[config.mk]
export PLATFORM = sky130hd
export DESIGN_NAME = cia_div_cell
export DESIGN_NICKNAME = d
export VERILOG_FILES = /design/src/sv/cia_pkg.sv /design/src/sv/cia_div_cell.sv
export SDC_FILE = /design/constraint.sdc
export NUM_CORES = 1
export LEC_CHECK = 0
export BUFFER_PORTS_ARGS = -buffer_cell sky130_fd_sc_hd__buf_4
export CORE_ASPECT_RATIO = 1.75
export CORE_MARGIN = 8
export CORE_UTILIZATION = 42
export DETAILED_ROUTE_END_ITERATION = 10
export GPL_ROUTABILITY_DRIVEN = 0
export PLACE_DENSITY = 0.75
export SYNTH_ARGS = -nofsm -noshare
export SYNTH_HDL_FRONTEND = slang
export SYNTH_SLANG_ARGS = --single-unit
[constraint.sdc]
create_clock -name clk -period 7.7 [get_ports clk]
set_clock_uncertainty 0.1 [all_clocks]
set_input_delay 0.77 -clock clk [delete_from_list [all_inputs] [get_ports clk]]
set_output_delay 0.77 -clock clk [all_outputs]
set_load 0.005 [all_outputs]
[src/sv/cia_pkg.sv]
// shared types and codes for the checked integer alu
package cia_pkg;

  typedef enum logic [4:0] {
    OP_ADD  = 5'd0,
    OP_SUB  = 5'd1,
    OP_MUL  = 5'd2,
    OP_DIV  = 5'd3,
    OP_MOD  = 5'd4,
    OP_EQ   = 5'd5,
    OP_NE   = 5'd6,
    OP_GT   = 5'd7,
    OP_GE   = 5'd8,
    OP_LT   = 5'd9,
    OP_LE   = 5'd10,
    OP_LAND = 5'd11,
    OP_LOR  = 5'd12,
    OP_LNOT = 5'd13,
    OP_AND  = 5'd14,
    OP_OR   = 5'd15,
    OP_XOR  = 5'd16,
    OP_NOT  = 5'd17,
    OP_SHL  = 5'd18,
    OP_SHR  = 5'd19
  } op_t;

  typedef enum logic [1:0] {
    ST_OK    = 2'd0,
    ST_OVF   = 2'd1,
    ST_DIV0  = 2'd2,
    ST_SHIFT = 2'd3
  } status_t;

  typedef struct packed {
    logic    valid;
    logic    is_div;
    logic    is_mod;
    logic    neg_q;
    logic    neg_r;
    status_t st;
  } ctl_t;

endpackage

[src/sv/cia_div_cell.sv]
// one restoring division step, registered, passing the item to the next cell
module cia_div_cell #(
  parameter int DW = 32
) (
  input  logic               clk,
  input  logic               rst,
  input  cia_pkg::ctl_t      ctl_in,
  input  logic [DW-1:0]      res_in,
  input  logic [DW-1:0]      rem_in,
  input  logic [DW-1:0]      quo_in,
  input  logic [DW-1:0]      dvs_in,
  output cia_pkg::ctl_t      ctl,
  output logic [DW-1:0]      res,
  output logic [DW-1:0]      rem,
  output logic [DW-1:0]      quo,
  output logic [DW-1:0]      dvs
);

  logic [DW:0]   trial;
  logic [DW:0]   diff;
  logic          ge;
  logic [DW-1:0] rem_next;
  logic [DW-1:0] quo_next;

  always_comb begin
    trial    = {rem_in, quo_in[DW-1]};
    diff     = trial - {1'b0, dvs_in};
    ge       = !diff[DW];
    rem_next = ge ? diff[DW-1:0] : trial[DW-1:0];
    quo_next = {quo_in[DW-2:0], ge};
  end

  always_ff @(posedge clk) begin
    if (rst) begin
      ctl <= '0;
    end else begin
      ctl <= ctl_in;
    end
    res <= res_in;
    rem <= rem_next;
    quo <= quo_next;
    dvs <= dvs_in;
  end

endmodule

# Yosys cells after proc, flatten, opt, wreduce, memory -nomap -nowiden
# Cells that the tools add are included.
classes:
  addsub: 1
  muxes: 1
  reduce_logical: 1
ops:
  columns: ["operator", "n"]
  rows:
  - ["$sub 33x32->33", 1]
  - ["$mux 32", 1]
  - ["$logic_not 1->1", 1]
word_totals:
  register_bits: 135
  in_bits: 137
  out_inout_bits: 135
  word_cells: 13

# Depth between registers and ports, before layout
depth:
  word_depth: 2
  depth_mapped: 13
  mapped_depth_nobuf: 12

# Worst setup path before layout
# No wires, ideal clock.
synth_timing:
  kind: "input to register"
  from: "input dvs_in[16]"
  to: "register rem[10]"
  setup_time_ns: 0.121
  t_arrival_ns: 3.025
  required_ns: 7.479
  slack_ns: 4.454
  stages: 12
  n_path_buf: 2
  path_cell_list: "inv_1 > ha_1 > buf_6 > a21oi_4 > o211ai_1 > a221o_1 > a211o_1 > o21a_1 > o211ai_4 > inv_2 > buf_6 > mux2_4"
synth_via:
  elab_chain_cells: 2
synth_rtl:
  columns: ["item", "line_no", "source"]
  rows:
  - ["start: declaration", "cia_div_cell.sv:11", "input logic [DW-1:0] dvs_in,"]
  - ["$sub 33x32->33", "cia_div_cell.sv:27", "diff = trial - {1'b0, dvs_in};"]
  - ["$mux 32", "cia_div_cell.sv:29", "rem_next = ge ? diff[DW-1:0] : trial[DW-1:0];"]
  - ["named net rem_next[10]", "cia_div_cell.sv:22", "logic [DW-1:0] rem_next;"]
  - ["end signal: assignment", "cia_div_cell.sv:40", "rem <= rem_next;"]
  - ["end: declaration", "cia_div_cell.sv:14", "output logic [DW-1:0] rem,"]
# The timed path passes the listed nets, and every way through them passes these cells.
# A chain may end at the register's enable or synchronous reset.

# Worst setup path after layout
layout_timing:
  from: "input rem_in[15]"
  to: "register rem[17]"
layout_via:
  elab_chain_cells: 2
layout_rtl:
  columns: ["item", "line_no", "source"]
  rows:
  - ["start: declaration", "cia_div_cell.sv:9", "input logic [DW-1:0] rem_in,"]
  - ["$sub 33x32->33", "cia_div_cell.sv:27", null]
  - ["$mux 32", "cia_div_cell.sv:29", null]
  - ["named net rem_next[17]", "cia_div_cell.sv:22", null]
# The timed path passes the listed nets, and every way through them passes these cells.

==> results.json <==
{
  "status": "finished clean",
  "initial_core_util_pct": 42.3,
  "tightestPinTransition_ps": 756,
  "p_sw_uw": 548,
  "drt_iter0_markers": 250,
  "diodes": 0,
  "p_per_area_nw_per_um2": 249,
  "drtPass1Iterations": 4,
  "yosys_warnings": 0,
  "fmax_mhz": 256,
  "grt_pass1_vias": 5123,
  "post_cts_resized": 0,
  "cp_slowest_cell": "o211ai_4",
  "p_int_uw": 1430,
  "ant_nets": 0,
  "port-buffer-count": 271,
  "path_max_fanout": 28,
  "synth_top_area_cell": "dfxtp_1",
  "cp_cell_sequence": "buf_4, ha_1, a21oi_4, o211ai_1, a221o_1, a211o_1, o21a_1, o211ai_4, inv_2, mux2_4",
  "netlist_instances": 502,
  "slowest_delay_ps": 640,
  "yosysUniqueCellTypes": 49,
  "cts_tree": "yes",
  "grt_pass1_wl_um": 26900,
  "cp.required_ps": 7890,
  "synth_area_leaders": "dfxtp_1, ha_1, mux2_4, a21oi_1, nand2_1",
  "seq_area_frac_synth_pct": 52.0,
  "synth_ff_type": "dfxtp_1",
  "drc_errors": 0,
  "dp_hpwl_um": 15200,
  "p_leak_uw": 0.00398,
  "total_power_uw": 1980,
  "synth-async-reset-ratio_pct": 0,
  "final-setup-viol-count": 0,
  "pwr-share-comb_pct": 21.3,
  "rsz0062_at_grt": "no",
  "cts_buffers": 17,
  "worstSetupEndpointType": "register",
  "cp-start-kind": "input port",
  "core_area_um2": 12300,
  "grt_usage_pct": 21.8,
  "cts_hold_buf": 0,
  "maxCapViolations": 0,
  "grt_max_degree": 29,
  "antenna_found_initial": 1,
  "io_pins": 272,
  "fin_crit_sh_pct": 50.8,
  "dieWidth_um": 100,
  "row_count": 54,
  "n_fill_cell": 1024,
  "arrival_ps": 4100,
  "p_seq_share_pct": 39.7,
  "die_area_um2": 16300,
  "postCtsSetupBuffers": 0,
  "hold_violations": 0,
  "vdd_drop_max_mv": 0.148,
  "yosysMostFrequentCell": "dfxtp_1",
  "grt.overflow.total": 0,
  "crit_buf_inv": 2,
  "postRouteWirelength_um": 18300,
  "netlist_area_um2": 5200,
  "viasPerCell": 5.02,
  "tns_ps": 0,
  "htreeDepth": 4,
  "netlist_top_cells_count": "dfxtp_1, nand2_1, inv_1",
  "yosysTopAreaCellShare_pct": 52.0,
  "cts_buffer_depth": 2,
  "root_buffer": "clkbuf_16",
  "drive_gt1_share_pct": 41.3,
  "area_delta_synth_final_pct": 52.6,
  "nets": 947,
  "cts_sinks": 135,
  "p_clk_share_pct": 39.0,
  "worst_path_dominant_cell_family": "compound AO/OA/AOI/OAI gates",
  "path_class": "in2reg",
  "ys_ff_latch": 135,
  "synth_edf_count": 0,
  "sw_frac_of_total_pct": 27.7,
  "num_vias": 4813,
  "avgRoutedWirePerCell_um": 19.1,
  "die_h_um": 163,
  "slew_violations": 0,
  "clk_pin_slew_ps": 60,
  "hold_class": "in2reg",
  "synth_area_per_cell_um2": 10.4,
  "fin_crit_ps": 3910,
  "syn_nets": 672,
  "slew_headroom_pct": 49.4
}
[metrics by stage]
| step | cells | hold slack [ps] | utilization, % | area [um^2] | setup WS, ps |
|---|---|---|---|---|---|
| floorplan | 502 | 698 | - | 5200 | 4450 |
| global route | 958 | 336 | 64.5 | 7940 | 3620 |
| finish | 958 | 358 | 64.5 | 7940 | 3790 |
| detailed placement | 926 | 776 | 59.9 | 7360 | 3400 |
| global placement | 926 | 775 | 59.9 | 7360 | 3510 |
| CTS | 958 | 339 | 64.5 | 7940 | 3830 |
[cell type report]
type / instances / area [um^2] / area share, %
Clock buffer: 18 / 439 / 5.53
Clock inverter: 14 / 131 / 1.66
Inverter: 42 / 158 / 1.99
Multi-Input combinational cell: 310 / 2260 / 28.5
Sequential cell: 135 / 2700 / 34.1
Tap cell: 168 / 210 / 2.65
Timing Repair Buffer: 271 / 2030 / 25.6
[final timing paths]
path	slack (ps)	from	endpoint	depth (start not counted)
worst min-delay path	360	res_in[4]	res[4]$_DFF_P_	1
worst max-delay path	3790	rem_in[15]	rem[17]$_DFF_P_	10
[state kept, by name, summed over array words and instances, names as in the netlist]
| name | flops |
|---|---|
| ctl | 7 |
| dvs | 32 |
| quo | 32 |
| rem | 32 |
| res | 32 |
[layout by cell type (no fill, tap or decap), drive strengths merged, types with 6 or more instances in the layout]
cell    instances
nand4           7
o211ai          9
o21ai          24
a21oi          36
inv            51
nor2           16
clkbuf         18
dfxtp         135
o21a            6
and3            6
buf           271
xnor2          14
xor2           10
nand2          44
nor2b          12
nand3          11
ha             32
mux2           18
a21o           15
[layer usage]
metal | part of all wire [%] | wire, um | vias up | GRT usage (%)
li1 | - | - | 2285 | -
met1 | 30 | 5520 | 2226 | 16.6
met2 | 57 | 10400 | 255 | 43.8
met3 | 9.7 | 1780 | 45 | 9.22
met4 | 3.2 | 590 | 2 | 11.0
met5 | 0.060 | 11 | - | 0
[kinds of logic after synthesis]
logic type / count (synthesis) / synth area share, %
and+or+nand+nor: 115 / 10.8
xor gates and xnor gates: 24 / 4.04
muxes: 18 / 5.20
AOI/OAI and AO/OA: 120 / 15.3
adders and majority gates: 33 / 8.08
DFF: 135 / 52.0
buffers and inverters: 57 / 4.57
[power groups by stage]
stage	clock network, uW	registers, uW	logic, uW
after floorplan	0	807	197
after global placement	0	799	411
after detailed placement	0	799	421
after CTS	788	785	422
after global routing	817	789	455
final	771	784	421
Note: power is estimated with default switching activity, not from simulation.
