==> config.mk <==
export PLATFORM = sky130hd
export DESIGN_NAME = cia_front
export DESIGN_NICKNAME = d
export VERILOG_FILES = /design/src/sv/cia_pkg.sv /design/src/sv/cia_front.sv
export SDC_FILE = /design/constraint.sdc
export NUM_CORES = 2
export LEC_CHECK = 0
export BUFFER_PORTS_ARGS = -buffer_cell sky130_fd_sc_hd__buf_2
export CORE_UTILIZATION = 45
export CTS_CLUSTER_DIAMETER = 30
export DETAILED_ROUTE_END_ITERATION = 10
export PLACE_DENSITY = 0.71
export SLEW_MARGIN = 20
export SYNTH_ARGS = -nofsm -noshare
export SYNTH_HDL_FRONTEND = slang
export SYNTH_SLANG_ARGS = --single-unit
==> constraint.sdc <==
create_clock -name clk -period 14.9 [get_ports clk]
set_input_delay 1.49 -clock clk [delete_from_list [all_inputs] [get_ports clk]]
set_output_delay 1.49 -clock clk [all_outputs]
set_load 0.02 [all_outputs]
==> src/sv/cia_pkg.sv <==
// shared types and codes for the checked integer alu
package cia_pkg;

  typedef enum logic [4:0] {
    OP_ADD  = 5'd0,
    OP_SUB  = 5'd1,
    OP_MUL  = 5'd2,
    OP_DIV  = 5'd3,
    OP_MOD  = 5'd4,
    OP_EQ   = 5'd5,
    OP_NE   = 5'd6,
    OP_GT   = 5'd7,
    OP_GE   = 5'd8,
    OP_LT   = 5'd9,
    OP_LE   = 5'd10,
    OP_LAND = 5'd11,
    OP_LOR  = 5'd12,
    OP_LNOT = 5'd13,
    OP_AND  = 5'd14,
    OP_OR   = 5'd15,
    OP_XOR  = 5'd16,
    OP_NOT  = 5'd17,
    OP_SHL  = 5'd18,
    OP_SHR  = 5'd19
  } op_t;

  typedef enum logic [1:0] {
    ST_OK    = 2'd0,
    ST_OVF   = 2'd1,
    ST_DIV0  = 2'd2,
    ST_SHIFT = 2'd3
  } status_t;

  typedef struct packed {
    logic    valid;
    logic    is_div;
    logic    is_mod;
    logic    neg_q;
    logic    neg_r;
    status_t st;
  } ctl_t;

endpackage

==> src/sv/cia_front.sv <==
// operand decode, the operations other than divide and modulo, and divider setup
module cia_front #(
  parameter int DW = 32
) (
  input  logic               clk,
  input  logic               rst,
  input  logic               start,
  input  logic [4:0]         action,
  input  logic [DW-1:0]      a,
  input  logic [DW-1:0]      b,
  output cia_pkg::ctl_t      ctl,
  output logic [DW-1:0]      res,
  output logic [DW-1:0]      quo,
  output logic [DW-1:0]      dvs
);

  localparam int SW = (DW > 1) ? $clog2(DW) : 1;

  cia_pkg::ctl_t   ctl_next;
  logic [DW-1:0]   res_next;
  logic [DW-1:0]   sum;
  logic [DW-1:0]   dif;
  logic [2*DW-1:0] prod;
  logic [DW-1:0]   mag_a;
  logic [DW-1:0]   mag_b;
  logic            lt_ab;
  logic            lt_ba;
  logic            shift_bad;
  logic [SW-1:0]   sh;
  logic [DW:0]     hi_bits;

  always_comb begin
    sum       = a + b;
    dif       = a - b;
    prod      = $signed(a) * $signed(b);
    hi_bits   = prod[2*DW-1:DW-1];
    mag_a     = a[DW-1] ? (~a + 1'b1) : a;
    mag_b     = b[DW-1] ? (~b + 1'b1) : b;
    lt_ab     = $signed(a) < $signed(b);
    lt_ba     = $signed(b) < $signed(a);
    shift_bad = b[DW-1] || (b >= DW'(DW));
    sh        = b[SW-1:0];
    ctl_next        = '0;
    ctl_next.valid  = start;
    ctl_next.st     = cia_pkg::ST_OK;
    res_next        = '0;
    case (action)
      cia_pkg::OP_ADD: begin
        if ((a[DW-1] ^ sum[DW-1]) & (b[DW-1] ^ sum[DW-1])) ctl_next.st = cia_pkg::ST_OVF;
        else res_next = sum;
      end
      cia_pkg::OP_SUB: begin
        if ((a[DW-1] ^ b[DW-1]) & (a[DW-1] ^ dif[DW-1])) ctl_next.st = cia_pkg::ST_OVF;
        else res_next = dif;
      end
      cia_pkg::OP_MUL: begin
        if (!((&hi_bits) || !(|hi_bits))) ctl_next.st = cia_pkg::ST_OVF;
        else res_next = prod[DW-1:0];
      end
      cia_pkg::OP_DIV, cia_pkg::OP_MOD: begin
        if (b == '0) ctl_next.st = cia_pkg::ST_DIV0;
        else if (a == {1'b1, {(DW-1){1'b0}}} && (&b)) ctl_next.st = cia_pkg::ST_OVF;
        else begin
          ctl_next.is_div = (action == cia_pkg::OP_DIV);
          ctl_next.is_mod = (action == cia_pkg::OP_MOD);
        end
      end
      cia_pkg::OP_EQ:   res_next = DW'(a == b);
      cia_pkg::OP_NE:   res_next = DW'(a != b);
      cia_pkg::OP_GT:   res_next = DW'(lt_ba);
      cia_pkg::OP_GE:   res_next = DW'(!lt_ab);
      cia_pkg::OP_LT:   res_next = DW'(lt_ab);
      cia_pkg::OP_LE:   res_next = DW'(!lt_ba);
      cia_pkg::OP_LAND: res_next = DW'((|a) && (|b));
      cia_pkg::OP_LOR:  res_next = DW'((|a) || (|b));
      cia_pkg::OP_LNOT: res_next = DW'(!(|a));
      cia_pkg::OP_AND:  res_next = a & b;
      cia_pkg::OP_OR:   res_next = a | b;
      cia_pkg::OP_XOR:  res_next = a ^ b;
      cia_pkg::OP_NOT:  res_next = ~a;
      cia_pkg::OP_SHL: begin
        if (shift_bad) ctl_next.st = cia_pkg::ST_SHIFT;
        else res_next = a << sh;
      end
      cia_pkg::OP_SHR: begin
        if (shift_bad) ctl_next.st = cia_pkg::ST_SHIFT;
        else res_next = $unsigned($signed(a) >>> sh);
      end
      default: ctl_next.st = cia_pkg::ST_OVF;
    endcase
    ctl_next.neg_q = a[DW-1] ^ b[DW-1];
    ctl_next.neg_r = a[DW-1];
  end

  always_ff @(posedge clk) begin
    if (rst) begin
      ctl <= '0;
    end else begin
      ctl <= ctl_next;
    end
    res <= res_next;
    quo <= mag_a;
    dvs <= mag_b;
  end

endmodule

Word level (Yosys, flattened, before mapping)
Cells that the tools add are included.
Widths: inputs -> output; s select.
{"block": "op_classes", "n_addsub": 4, "multipliers": 1, "order_cmp": 3, "eq_ne": 22, "n_shift": 2, "mux": 15, "n_bitwise": 12, "reduce_logical": 20}
{"operator": "$pmux 32 s18", "count": 1}
{"operator": "$mux 32", "count": 5}
{"operator": "$add 32x1->32 const B", "count": 2}
{"operator": "$lt 32x32->1", "count": 2}
{"operator": "$mul 32x32->64", "count": 1}
{"operator": "$not 32->32", "count": 2}
{"operator": "$reduce_or 32->1", "count": 2}
{"operator": "$mux 31", "count": 2}
{"operator": "$eq 5x4->1 const B", "count": 8}
{"operator": "$reduce_and 33->1", "count": 1}
{"operator": "$reduce_or 33->1", "count": 1}
{"operator": "$add 32x32->32", "count": 1}
{"operator": "$and 32x32->32", "count": 1}
{"operator": "$eq 32x32->1", "count": 1}
{"operator": "$eq 32x32->1 const B", "count": 1}
{"operator": "$ge 32x6->1 const B", "count": 1}
{"operator": "$logic_not 32->1", "count": 1}
{"operator": "$ne 32x32->1", "count": 1}
{"operator": "$or 32x32->32", "count": 1}
{"operator": "$reduce_and 32->1", "count": 1}
{"operator": "$shl 32x5->32", "count": 1}
{"operator": "$sshr 32x5->32", "count": 1}
{"operator": "$sub 32x32->32", "count": 1}
{"operator": "$xor 32x32->32", "count": 1}
{"operator": "other kinds (17)", "count": 39}
{"block": "word_totals", "register_bits": 103, "inputBits": 72, "output_inout_bits": 103, "word_cells": 90}

Depth between registers and ports, before layout
{"block": "logic_depth", "depth_word": 6, "mapped_depth": 35, "depth_no_buf": 29}

Worst setup path after synthesis
Ideal clock, no wire load.
{"block": "synth_timing", "kind": "in2reg", "from": "input a[31]", "to": "register res[30]", "setup_ns": 0.093, "t_arrival_ns": 10.922, "required_time_ns": 14.807, "slack_ns": 3.885, "cell_stages": 33, "path_buffers": 6, "path_cell_list": "clkbuf_1 > clkbuf_1 > clkbuf_1 > clkbuf_1 > nand2_1 > inv_1 > fa_1 > fa_1 > inv_1 > fa_1 > inv_1 > fa_1 > inv_1 > fa_1 > fa_1 > fa_1 > fa_1 > inv_1 > ha_1 > buf_2 > a21oi_2 > o21a_1 > o221ai_1 > a21oi_1 > o221ai_1 > o31a_1 > and3b_1 > or3_1 > or4_1 > nor4_2 > a21oi_2 > buf_6 > o311ai_2"}
{"block": "synth_via", "elab_chain_len": 6, "word_cells_on_any_way": 21, "classes_between": "2 x add/sub; 1 x mul; 2 x shift; 6 x mux; 6 x bitwise; 4 x reduce/logical"}
{"item": "start, declared", "line_no": "cia_front.sv:9", "source": "input logic [DW-1:0] a,"}
{"item": "$mul 32x32->64", "line_no": "cia_front.sv:35", "source": "prod = $signed(a) * $signed(b);"}
{"item": "$reduce_or 33->1", "line_no": "cia_front.sv:57", "source": "if (!((&hi_bits) || !(|hi_bits))) ctl_next.st = cia_pkg::ST_OVF;"}
{"item": "$logic_not 1->1", "line_no": "cia_front.sv:57"}
{"item": "$logic_or 1x1->1", "line_no": "cia_front.sv:57"}
{"item": "$mux 32", "line_no": "cia_front.sv:57"}
{"item": "$pmux 32 s18 (*)", "line_no": "cia_front.sv:47", "source": "case (action)"}
{"item": "net res_next[30]", "line_no": "cia_front.sv:20", "source": "logic [DW-1:0] res_next;"}
{"item": "end signal, assigned", "line_no": "cia_front.sv:101", "source": "res <= res_next;"}
{"item": "end, declared", "line_no": "cia_front.sv:12", "source": "output logic [DW-1:0] res,"}
The timed path passes the listed nets; every way through them passes the cells marked *.
A chain may end at the register's enable or synchronous reset.

Worst setup path after layout
{"block": "layout_timing", "from": "input a[20]", "to": "register res[6]"}
The elaborated chain is that of the path after synthesis.

==> out/summary.txt <==
Mapped Nets: 7043
FILL cells: 9996
die area: 107000 um2
initial antenna violation count: 9
yosys synthesis warning count: 0
# IOs: 175
post-synthesis cell count: 5572
CTS clk-pin slew, worst paths: 90 ps
Hold Violations, Final: 0
DRC: 0
Worst Tran Pin Value: 1290 ps
vias per std cell: 6.24
critical setup path kind: in2reg
Vias: 43.1k
largest net degree at the start of global routing: 73
Fmax: 81.6 MHz
register area share after synthesis: 4.34%
Iteration-0 DRC Markers: 5677
total routed wirelength: 198000 um
final worst-path cycle share: 82.3%
Final #Nets: 6979
Placeable Area: 104000 um2
number of flops mapped to enable cells by yosys: 0
hpwl dp: 152000 um
Hold Crit Class: in2reg
Post-Syn Area: 47500 um2
Synth Flop Type: dfxtp_1
vias in the first global route: 44.4k
Setup crit end kind: flip-flop
Slew HR: 13.2%
unrepaired setup endpoints after global routing: no
unique cell type count in the Yosys netlist: 92
drt wl/cell: 28.8 um
status: completed
CTS Root Cell: clkbuf_16
total congestion overflow: 0
# setup viols final: 0
Post-CTS Hold Buffers: 0
row cnt: 118
Die X: 327 um
setup TNS: 0 ps
starting density of the core: 45.7%
area grow syn2layout: 5.10%
Worst EP required: 15170 ps
Chip Height: 327 um
FF+latch count, synth: 103
critical path launch point type: input pin
H-Tree Depth: 3
most common cell after layout, fill and taps aside: fa_1
GP Congestion: 1.09
CTS tree: done
All-Layer GR Usage: 37.7%
Syn Area/Cell: 8.53 um2
FF+latch area: 2060 um2
post-CTS setup buffers: 0
global-route wire length before repair: 295000 um
fraction of layout cells with a size suffix above 1: 6.97%
hold_ws: 1300 ps
cts repair resizes: 0
crit path max fanout: 25
Final ANT Viol Nets: 0
TritonCTS buffer count: 9
Longest Clk Path Bufs: 2
clk sink count: 103
Max-cap violations: 0
Worst Path Arrival: 12530 ps
port bufs: 174
Tmin final: 12260 ps
FFs w/ async S/R, synth: 0%
Slew Limit Fails: 0
most frequent cells in the layout: fa_1 (1084), inv_1 (817), nand2_1 (774), nor2_1 (676), ha_1 (315)
Multi-input gate area: 40900 um2
drt pass-1 iters: 9
stage by stage:
step                      worst slack [ps]  instance area (um2)  util, %  cells
after CTS                             3050                49900     48.0   6892
after global placement                2770                49600     47.7   6876
after floorplan                       3880                47500        -   5572
after global routing                  2560                50000     48.0   6893
after detailed placement              2660                49600     47.7   6876
final                                 2640                50000     48.0   6898
Yosys cell counts, drive strengths merged (23+ instances only):
cell type	number	area share, %
nand2	775	6.1
fa	1084	46
o31ai	29	0.49
o21ai	261	2.8
nand4	48	0.63
a211oi	37	0.59
nand3	37	0.39
nor2b	32	0.42
o22ai	35	0.46
xnor2	95	1.8
o311ai	36	0.77
mux2i	81	1.7
or3	25	0.33
a221oi	24	0.44
a21o	30	0.47
buf	105	0.92
o221ai	24	0.44
xor2	23	0.42
dfxtp	103	4.3
inv	826	6.5
o211ai	36	0.57
a21oi	209	2.2
clkbuf	260	2.1
nor4	28	0.39
o21bai	26	0.41
ha	315	8.3
nor2	676	5.3
nor3	54	0.57
final timing paths:
kind	start	endpoint	slack [ps]	cells after the start
worst max-delay path	a[20]	res[6]$_DFF_P_	2640	27
worst min-delay path	start	ctl[6]$_SDFF_PP0_	1300	2
flip-flops by register name, summed over array words and instances (netlist names):
name,count
dvs,32
quo,32
res,32
ctl,7
kinds of logic (layout without fill, tap and decap cells):
group	Yosys count	in the layout	share of synthesized area [%]
and+or+nand+nor	1768	1768	15.6
adders and majority gates	1399	1399	53.9
buffers and inverters	1211	1152	9.66
AOI/OAI and AO/OA	877	877	12.0
xor gates and xnor gates	118	118	2.17
DFF	103	103	4.34
muxes	96	96	2.27
other	0	5	0
worst max-delay path: stages:
cell and delay [ps]:
buf_2 80, buf_4 400, clkinv_1 1000, nor2_1 440
fa_1 490, fa_1 550, inv_1 60, fa_1 510
fa_1 520, inv_1 60, fa_1 570, fa_1 450
fa_1 530, fa_1 430, ha_1 410, nand4_1 200
or4b_1 560, nor4_2 800, nor3_1 260, a211oi_1 360
and4_1 250, nor4bb_1 220, nand4_1 220, nor4b_1 590
a21oi_4 280, buf_16 240, o311ai_0 460
per-layer routing:
| layer | routed length, um | GRT usage (%) | vias to the layer above |
|---|---|---|---|
| li1 | - | - | 17500 |
| met2 | 84600 | 55.9 | 3216 |
| met5 | 33 | 0 | - |
| met1 | 69800 | 46.8 | 21500 |
| met3 | 28000 | 13.1 | 825 |
| met4 | 16000 | 24.1 | 4 |
area by class of cell:
cell class,count,area share (%)
multi-input combinational,4258,81.9
inverter,846,6.36
sequential,103,4.13
timing repair buffer,290,3.53
tap,1380,3.46
clock buffer,9,0.451
clock inverter,7,0.173
antenna,5,0.0250
Power is left out: the tool's default activity adds up to more than one toggle a clock period on the data nets, which glitch-free logic cannot reach.
